### src/kps_pkg.sv
package kps_pkg;

  // Keypad geometry and PIN size.
  localparam int ROW_COUNT     = 4;
  localparam int COLUMN_COUNT  = 3;
  localparam int PIN_LENGTH    = 4;
  localparam int INPUT_COLUMNS = 3;

  // Columns that can ever read low.
  localparam int COL_USED  = (COLUMN_COUNT < INPUT_COLUMNS) ? COLUMN_COUNT : INPUT_COLUMNS;
  // Characters that fit the packed PIN word.
  localparam int PIN_BYTES = (PIN_LENGTH < 4) ? PIN_LENGTH : 4;

  localparam int ROW_W     = (ROW_COUNT > 1) ? $clog2(ROW_COUNT) : 1;
  localparam int COL_W     = (COLUMN_COUNT > 1) ? $clog2(COLUMN_COUNT) : 1;
  localparam int PIN_W     = $clog2(PIN_LENGTH + 1);
  localparam int PIN_IDX_W = (PIN_LENGTH > 1) ? $clog2(PIN_LENGTH) : 1;

  localparam int CNT_W   = 24;
  localparam int CHAR_W  = 8;
  localparam int LEVEL_W = 3;
  localparam int ROWD_W  = 4;
  localparam int DIGIT_W = 2;
  localparam int PINC_W  = 32;

  localparam logic [CNT_W-1:0] PRESS_RESET   = 24'd4000000;
  localparam logic [CNT_W-1:0] RELEASE_RESET = 24'd400000;

  // Configuration register indexes.
  localparam logic [7:0] CFG_PRESS_IDX   = 8'd0;
  localparam logic [7:0] CFG_RELEASE_IDX = 8'd1;

  typedef enum logic [1:0] {
    PH_SCAN    = 2'd0,
    PH_PRESS   = 2'd1,
    PH_WAIT    = 2'd2,
    PH_RELEASE = 2'd3
  } phase_e;

  // One result per accepted column sample.
  typedef struct packed {
    logic [ROWD_W-1:0]  row_drive;
    logic               key_valid;
    logic [CHAR_W-1:0]  key_char;
    logic [DIGIT_W-1:0] digit_number;
    logic               pin_done;
    logic [PINC_W-1:0]  pin_chars;
  } kps_result_t;

  // ASCII character of the key at a row and column; 0 outside the 4x3 pad.
  function automatic logic [CHAR_W-1:0] key_of(input logic [ROW_W-1:0] row,
                                               input logic [COL_W-1:0] col);
    logic [CHAR_W-1:0] ch;
    int                idx;
    ch  = '0;
    idx = int'(row) * 3 + int'(col);
    if (int'(row) < 4 && int'(col) < 3) begin
      case (idx)
        0:       ch = "1";
        1:       ch = "2";
        2:       ch = "3";
        3:       ch = "4";
        4:       ch = "5";
        5:       ch = "6";
        6:       ch = "7";
        7:       ch = "8";
        8:       ch = "9";
        9:       ch = "*";
        10:      ch = "0";
        11:      ch = "#";
        default: ch = '0;
      endcase
    end
    return ch;
  endfunction

  // Active-low one-hot row levels; rows past the fourth drive nothing low.
  function automatic logic [ROWD_W-1:0] row_drive_of(input logic [ROW_W-1:0] row);
    logic [ROWD_W-1:0] rd;
    rd = '1;
    if (int'(row) < ROWD_W) begin
      rd = ~(ROWD_W'(1) << row);
    end
    return rd;
  endfunction

endpackage

### src/keypad_scan_pin_entry.sv
// Debounced 4x3 matrix keypad scanner with PIN entry.
//
// Each request on the slave stream carries one sample of the column lines
// and stands for one scan tick. For every accepted request the block returns
// exactly one request on the master stream: the row levels driven during that
// tick, plus the key report when a confirmed key has been released and settled,
// and the packed PIN when that key completes it.
// The configuration channel writes the press and release settle counts
// (index 0 and 1); it is always ready and should be used while idle.
// The result of an accepted sample goes straight into the output register. One
// sample is accepted every cycle unless the master side stalls; the scan step is
// a single pass of logic between the state registers and the output register.
// When the master side stalls, the output register holds its request and the
// slave side is still ready as soon as the consumer takes it in that cycle.
// Reset clears the scan to row 0, the scan phase and the PIN position, and
// loads the default settle counts of 4000000 and 400000 ticks.
module keypad_scan_pin_entry (
  input  logic        clk_i,
  input  logic        rst_ni,
  input  logic        s_axis_tvalid,
  output logic        s_axis_tready,
  input  logic [7:0]  s_axis_tdata,  // [2:0] column_levels
  output logic        m_axis_tvalid,
  input  logic        m_axis_tready,
  output logic [47:0] m_axis_tdata,  // [3:0] row_drive, [11:4] key_char,
                                     // [13:12] digit_number, [45:14] pin_chars
  output logic [1:0]  m_axis_tuser,  // [0] key_valid, [1] pin_done
  input  logic        cfg_valid_i,
  output logic        cfg_ready_o,
  input  logic [7:0]  cfg_index_i,
  input  logic [23:0] cfg_data_i
);
  import kps_pkg::*;

  logic [CNT_W-1:0] press_q, release_q;
  logic             accept;
  kps_result_t      result;
  logic             m_valid_q;
  logic [47:0]      m_data_q;
  logic [1:0]       m_user_q;

  assign cfg_ready_o   = 1'b1;
  assign s_axis_tready = !m_valid_q || m_axis_tready;
  assign accept        = s_axis_tvalid && s_axis_tready;

  // Settle count registers.
  always_ff @(posedge clk_i or negedge rst_ni) begin
    if (!rst_ni) begin
      press_q   <= PRESS_RESET;
      release_q <= RELEASE_RESET;
    end else if (cfg_valid_i) begin
      unique case (cfg_index_i)
        CFG_PRESS_IDX:   press_q   <= cfg_data_i;
        CFG_RELEASE_IDX: release_q <= cfg_data_i;
        default: ;
      endcase
    end
  end

  kps_core u_core (
    .clk_i           (clk_i),
    .rst_ni          (rst_ni),
    .step_i          (accept),
    .levels_i        (s_axis_tdata[LEVEL_W-1:0]),
    .press_ticks_i   (press_q),
    .release_ticks_i (release_q),
    .result_o        (result)
  );

  // Output register valid.
  always_ff @(posedge clk_i or negedge rst_ni) begin
    if (!rst_ni) begin
      m_valid_q <= 1'b0;
    end else if (accept) begin
      m_valid_q <= 1'b1;
    end else if (m_axis_tready) begin
      m_valid_q <= 1'b0;
    end
  end

  // Output register payload.
  always_ff @(posedge clk_i) begin
    if (accept) begin
      m_data_q <= {2'b00, result.pin_chars, result.digit_number, result.key_char,
                   result.row_drive};
      m_user_q <= {result.pin_done, result.key_valid};
    end
  end

  assign m_axis_tvalid = m_valid_q;
  assign m_axis_tdata  = m_data_q;
  assign m_axis_tuser  = m_user_q;

endmodule

### src/kps_core.sv
module kps_core (
  input  logic                        clk_i,
  input  logic                        rst_ni,
  input  logic                        step_i,
  input  logic [kps_pkg::LEVEL_W-1:0] levels_i,
  input  logic [kps_pkg::CNT_W-1:0]   press_ticks_i,
  input  logic [kps_pkg::CNT_W-1:0]   release_ticks_i,
  output kps_pkg::kps_result_t        result_o
);
  import kps_pkg::*;

  phase_e               phase_q, phase_d;
  logic [ROW_W-1:0]     row_q, row_d;
  logic [COL_W-1:0]     hit_q, hit_d;
  logic [CNT_W-1:0]     cnt_q, cnt_d;
  logic [PIN_W-1:0]     digits_q, digits_d;
  logic [CHAR_W-1:0]    pin_store_q [PIN_LENGTH];

  logic                 found;
  logic [COL_W-1:0]     first_col;
  logic                 hit_low;
  logic                 press_wait;
  logic                 release_wait;
  logic                 report;
  logic [CHAR_W-1:0]    key_ch;
  logic [PIN_IDX_W-1:0] pos;
  logic [PIN_W-1:0]     pos_next;

  // Lowest column that reads low on the driven row.
  always_comb begin
    found     = 1'b0;
    first_col = '0;
    for (int c = COL_USED - 1; c >= 0; c--) begin
      if (!levels_i[c]) begin
        found     = 1'b1;
        first_col = COL_W'(c);
      end
    end
  end

  // The remembered column still reads low.
  always_comb begin
    hit_low = 1'b0;
    for (int c = 0; c < COL_USED; c++) begin
      if (int'(hit_q) == c && !levels_i[c]) begin
        hit_low = 1'b1;
      end
    end
  end

  assign press_wait   = cnt_q < press_ticks_i;
  assign release_wait = cnt_q < release_ticks_i;
  assign report       = (phase_q == PH_RELEASE) && !release_wait;
  assign key_ch       = key_of(row_q, hit_q);
  assign pos          = (int'(digits_q) >= PIN_LENGTH) ? '0 : PIN_IDX_W'(digits_q);
  assign pos_next     = PIN_W'(pos) + PIN_W'(1);

  // Next scan phase.
  always_comb begin
    phase_d = phase_q;
    unique case (phase_q)
      PH_SCAN: begin
        if (found) phase_d = PH_PRESS;
      end
      PH_PRESS: begin
        if (!press_wait) phase_d = hit_low ? PH_WAIT : PH_SCAN;
      end
      PH_WAIT: begin
        if (!hit_low) phase_d = PH_RELEASE;
      end
      PH_RELEASE: begin
        if (!release_wait) phase_d = PH_SCAN;
      end
      default: phase_d = PH_SCAN;
    endcase
  end

  // Counters, scan position and PIN position.
  always_comb begin
    row_d    = row_q;
    hit_d    = hit_q;
    cnt_d    = cnt_q;
    digits_d = digits_q;
    unique case (phase_q)
      PH_SCAN: begin
        if (found) begin
          hit_d = first_col;
          cnt_d = '0;
        end else if (int'(row_q) >= ROW_COUNT - 1) begin
          row_d = '0;
        end else begin
          row_d = row_q + ROW_W'(1);
        end
      end
      PH_PRESS: begin
        cnt_d = press_wait ? cnt_q + CNT_W'(1) : '0;
      end
      PH_WAIT: begin
        if (!hit_low) cnt_d = '0;
      end
      PH_RELEASE: begin
        if (release_wait) begin
          cnt_d = cnt_q + CNT_W'(1);
        end else begin
          cnt_d    = '0;
          row_d    = '0;
          digits_d = (int'(pos_next) >= PIN_LENGTH) ? '0 : pos_next;
        end
      end
      default: cnt_d = '0;
    endcase
  end

  // Result of this step; the new key joins the packed PIN directly.
  always_comb begin
    result_o              = '0;
    result_o.row_drive    = row_drive_of(row_q);
    if (report) begin
      result_o.key_valid    = 1'b1;
      result_o.key_char     = key_ch;
      result_o.digit_number = DIGIT_W'(pos);
      if (int'(pos_next) >= PIN_LENGTH) begin
        result_o.pin_done = 1'b1;
        for (int i = 0; i < PIN_BYTES; i++) begin
          result_o.pin_chars[8*(3-i) +: 8] = (int'(pos) == i) ? key_ch : pin_store_q[i];
        end
      end
    end
  end

  always_ff @(posedge clk_i or negedge rst_ni) begin
    if (!rst_ni) begin
      phase_q  <= PH_SCAN;
      row_q    <= '0;
      hit_q    <= '0;
      cnt_q    <= '0;
      digits_q <= '0;
    end else if (step_i) begin
      phase_q  <= phase_d;
      row_q    <= row_d;
      hit_q    <= hit_d;
      cnt_q    <= cnt_d;
      digits_q <= digits_d;
    end
  end

  // PIN characters; each round writes every entry before it is read.
  always_ff @(posedge clk_i) begin
    if (step_i && report) begin
      pin_store_q[pos] <= key_ch;
    end
  end

endmodule

### config.mk
export PLATFORM = sky130hd
export DESIGN_NAME = keypad_scan_pin_entry
export DESIGN_NICKNAME = d
export VERILOG_FILES = /design/src/kps_pkg.sv /design/src/keypad_scan_pin_entry.sv /design/src/kps_core.sv
export SDC_FILE = /design/constraint.sdc
export NUM_CORES = 1
export LEC_CHECK = 0
export BUFFER_PORTS_ARGS = -buffer_cell sky130_fd_sc_hd__buf_2
export CAP_MARGIN = 10
export CORE_MARGIN = 5
export CORE_UTILIZATION = 62
export DETAILED_ROUTE_END_ITERATION = 12
export PLACE_DENSITY_LB_ADDON = 0.15
export SYNTH_ARGS = -nofsm -noshare
export SYNTH_HDL_FRONTEND = slang
export SYNTH_SLANG_ARGS = --single-unit
### constraint.sdc
create_clock -name clk_i -period 4.5 [get_ports clk_i]
set_input_delay 1.35 -clock clk_i [delete_from_list [all_inputs] [get_ports clk_i]]
set_output_delay 1.35 -clock clk_i [all_outputs]
set_load 0.02 [all_outputs]
==> impl_metrics.json <==
{
  "status": "finished clean",
  "ant_nets": 0,
  "die_y_um": 118,
  "initial_core_util_pct": 63.4,
  "path_cells": "inv_1 > ha_1 > inv_1 > fa_1 > xnor2_1 > nor2_1 > a2111oi_2 > mux2i_1 > nor2_1",
  "htree_num_levels": 4,
  "totalWireLength_um": 14600,
  "clockBufferDepth": 2,
  "clk_pin_slew_ps": 60,
  "grt_max_degree": 83,
  "final-seq-area_sq_um": 3750,
  "crit_slowest_cell": "a2111oi_2",
  "clock.fmax_mhz": 308,
  "port_buffers": 79,
  "critPathMaxFanout": 7,
  "post-cts-setup-buffer-count": 0,
  "grt.total_usage_pct": 21.3,
  "rr_endpoint": "m_axis_tdata[24]",
  "vias_per_cell": 5.60,
  "min_period_over_period_pct": 72.2,
  "fin_area_sq_um": 8370,
  "cp-end-kind": "flip-flop",
  "place_area_sq_um": 7740,
  "yosys_warnings": 0,
  "holdWs_ps": 500,
  "hold_buffers": 0,
  "synth_seq_cells": 138,
  "grt_pass1_wl_um": 24300,
  "min_period_ps": 3250,
  "antenna_found_initial": 0,
  "layout.cells.most_common_list": "buf_2 (78), inv_1 (74), dfrtp_1 (69), ha_1 (63), nand2_1 (59)",
  "async_flop_share_pct": 59.4,
  "powerDensity_nw_per_um2": 509,
  "fin_ws_ps": 1250,
  "peakVddDrop_uv": 334,
  "hp-start": "u_core.digits_q[0]",
  "clock_latency_ps": 430,
  "routabilityCongestion": 0.807,
  "core_area_sq_um": 11500,
  "ys_seq_area_share_pct": 51.6,
  "cts_root_buf": "clkbuf_16",
  "critical_path_class": "flip-flop to flip-flop",
  "synth_cell_types": 60,
  "final_cells": 905,
  "drc_errors": 0,
  "hold_violations": 0,
  "dp_slack_ps": 1200,
  "vias": 5070,
  "hold_path_class": "flip-flop to flip-flop",
  "power_leakage_nw": 4.02,
  "max_slew_margin_pct": 30.8,
  "synthesis.area_sq_um": 7270,
  "fin_util_pct": 73.0,
  "fill_cells": 803,
  "ios": 98,
  "finalSetupViolCount": 0,
  "cts_buffers": 17,
  "drv_cap": 0,
  "die_w_um": 118,
  "cts_tree": "built",
  "num_antenna_cells": 0,
  "reg2reg_slack_ps": 1250,
  "path_buf_inv": 2,
  "worst_ep_required_time_ps": 4780,
  "fin_setup_tns_ps": 0,
  "post_drt_wl_per_cell_um": 16.2,
  "syn_inst": 666,
  "whs_path_depth": 1,
  "grt_overflow": 0,
  "placed_cells": 873,
  "cts_resized": 0,
  "num_rows": 39,
  "yosysTopAreaCell": "dfrtp_1",
  "drive_gt1_share_pct": 23.0,
  "slew_violations": 0,
  "final_net_count": 858,
  "synthTopCellsByArea": "dfrtp_1 (24%), edfxtp_1 (23%), ha_1 (11%)",
  "startpoint_type": "flip-flop",
  "drt_iter0_drc": 285,
  "r2r-start": "u_core.row_q[0]",
  "path_delay_family": "compound AO/OA/AOI/OAI gates",
  "r2r_cells": 9,
  "dieArea_sq_um": 14000,
  "synth_edf_count": 56,
  "rsz0062_at_grt": "no",
  "clock_sinks": 138,
  "synth_top_area_share_pct": 23.8,
  "worstMarginPinSlew_ps": 1040,
  "hold_end": "u_core.digits_q[0]",
  "dr.pass1.iters": 5,
  "hpwl_um": 10400,
  "layout_commonest_cell": "buf_2",
  "multi_input_area_sq_um": 3100,
  "critPathMaxStageDelay_ps": 870,
  "critPathArrivalTime_ps": 3520,
  "worst_clock_skew_ps": 13.5,
  "power_mw": 4.26,
  "syn_area_per_cell_sq_um": 10.9,
  "synthFlopType": "dfrtp_1",
  "grt_pass1_vias": 5170,
  "syn_to_final_growth_pct": 15.2
}
## routing by layer
| layer | track usage [%] | share of wire, % | vias to the layer above | routed length, um |
|---|---|---|---|---|
| li1 | - | - | 2456 | - |
| met1 | 24.6 | 40 | 2466 | 5830 |
| met2 | 38.1 | 53 | 119 | 7790 |
| met3 | 4.87 | 4.5 | 29 | 663 |
| met4 | 9.03 | 2.5 | 0 | 365 |
| met5 | 0 | 0 | - | 0 |
## power breakdown
part	switching [mW]	leakage (nW)	total (mW)	internal, mW
Clock	0.531	0.309	1.49	0.959
Combinational	0.793	2.18	1.22	0.426
Sequential	0.0703	1.54	1.55	1.48
## layout make-up
type                    instances  area share, %
flip-flops and latches        138           44.8
well taps                     143           2.14
multi-input cells             432           37.0
clock buffers                  22           5.54
inverters                      78           3.50
clock inverters                10           1.97
repair buffers                 82           5.02
## sequential cells by signal (all words and copies together) (netlist names), named ones only
name	flops
u_core.cnt_q	24
u_core.row_q	2
m_axis_tuser	2
m_axis_tvalid	1
release_q	24
press_q	24
u_core.digits_q	3
u_core.phase_q	1
u_core.pin_store_q	18
m_axis_tdata	36
u_core.hit_q	2
## worst max path at each step
stage	startpoint	end	slack (ps)	depth (start not counted)
global route	u_core.row_q[0]	m_axis_tdata[24]	1040	9
finish	u_core.row_q[0]	m_axis_tdata[24]	1250	9
detailed placement	s_axis_tdata[0]	flip-flop	1200	7
CTS	u_core.row_q[0]	m_axis_tdata[24]	1310	9
floorplan	m_axis_tready	u_core.pin_store_q[0][0]	980	5
global placement	s_axis_tdata[0]	flip-flop	1250	7
## worst register-to-register path, delay by kind of cell, from the launching register on
kind / cells / cell delay [ps]
compound gates: 1 / 870
fa+ha+maj: 2 / 780
mux: 1 / 200
flops: 1 / 460
simple gates: 2 / 230
xor+xnor: 1 / 400
buf+inv: 2 / 170
## cells in the mapped netlist, drive strengths merged (13+ instances only)
library cell,instances
inv,78
dfrtp,69
ha,63
nand2,62
nor2,57
edfxtp,56
o21ai,46
mux2,29
a21oi,26
buf,20
mux2i,17
dfstp,13
nand4,13
## kinds of logic after synthesis
logic type      count (synthesis)  synth area share [%]
simple gates                  186                  12.4
flops                         138                  51.6
compound gates                112                  10.2
buf+inv                       107                  6.37
fa+ha+maj                      64                  11.1
mux                            46                  6.88
xor+xnor                       11                  1.33
other cells                     2                 0.103
Note: power is estimated with default switching activity, not from simulation.
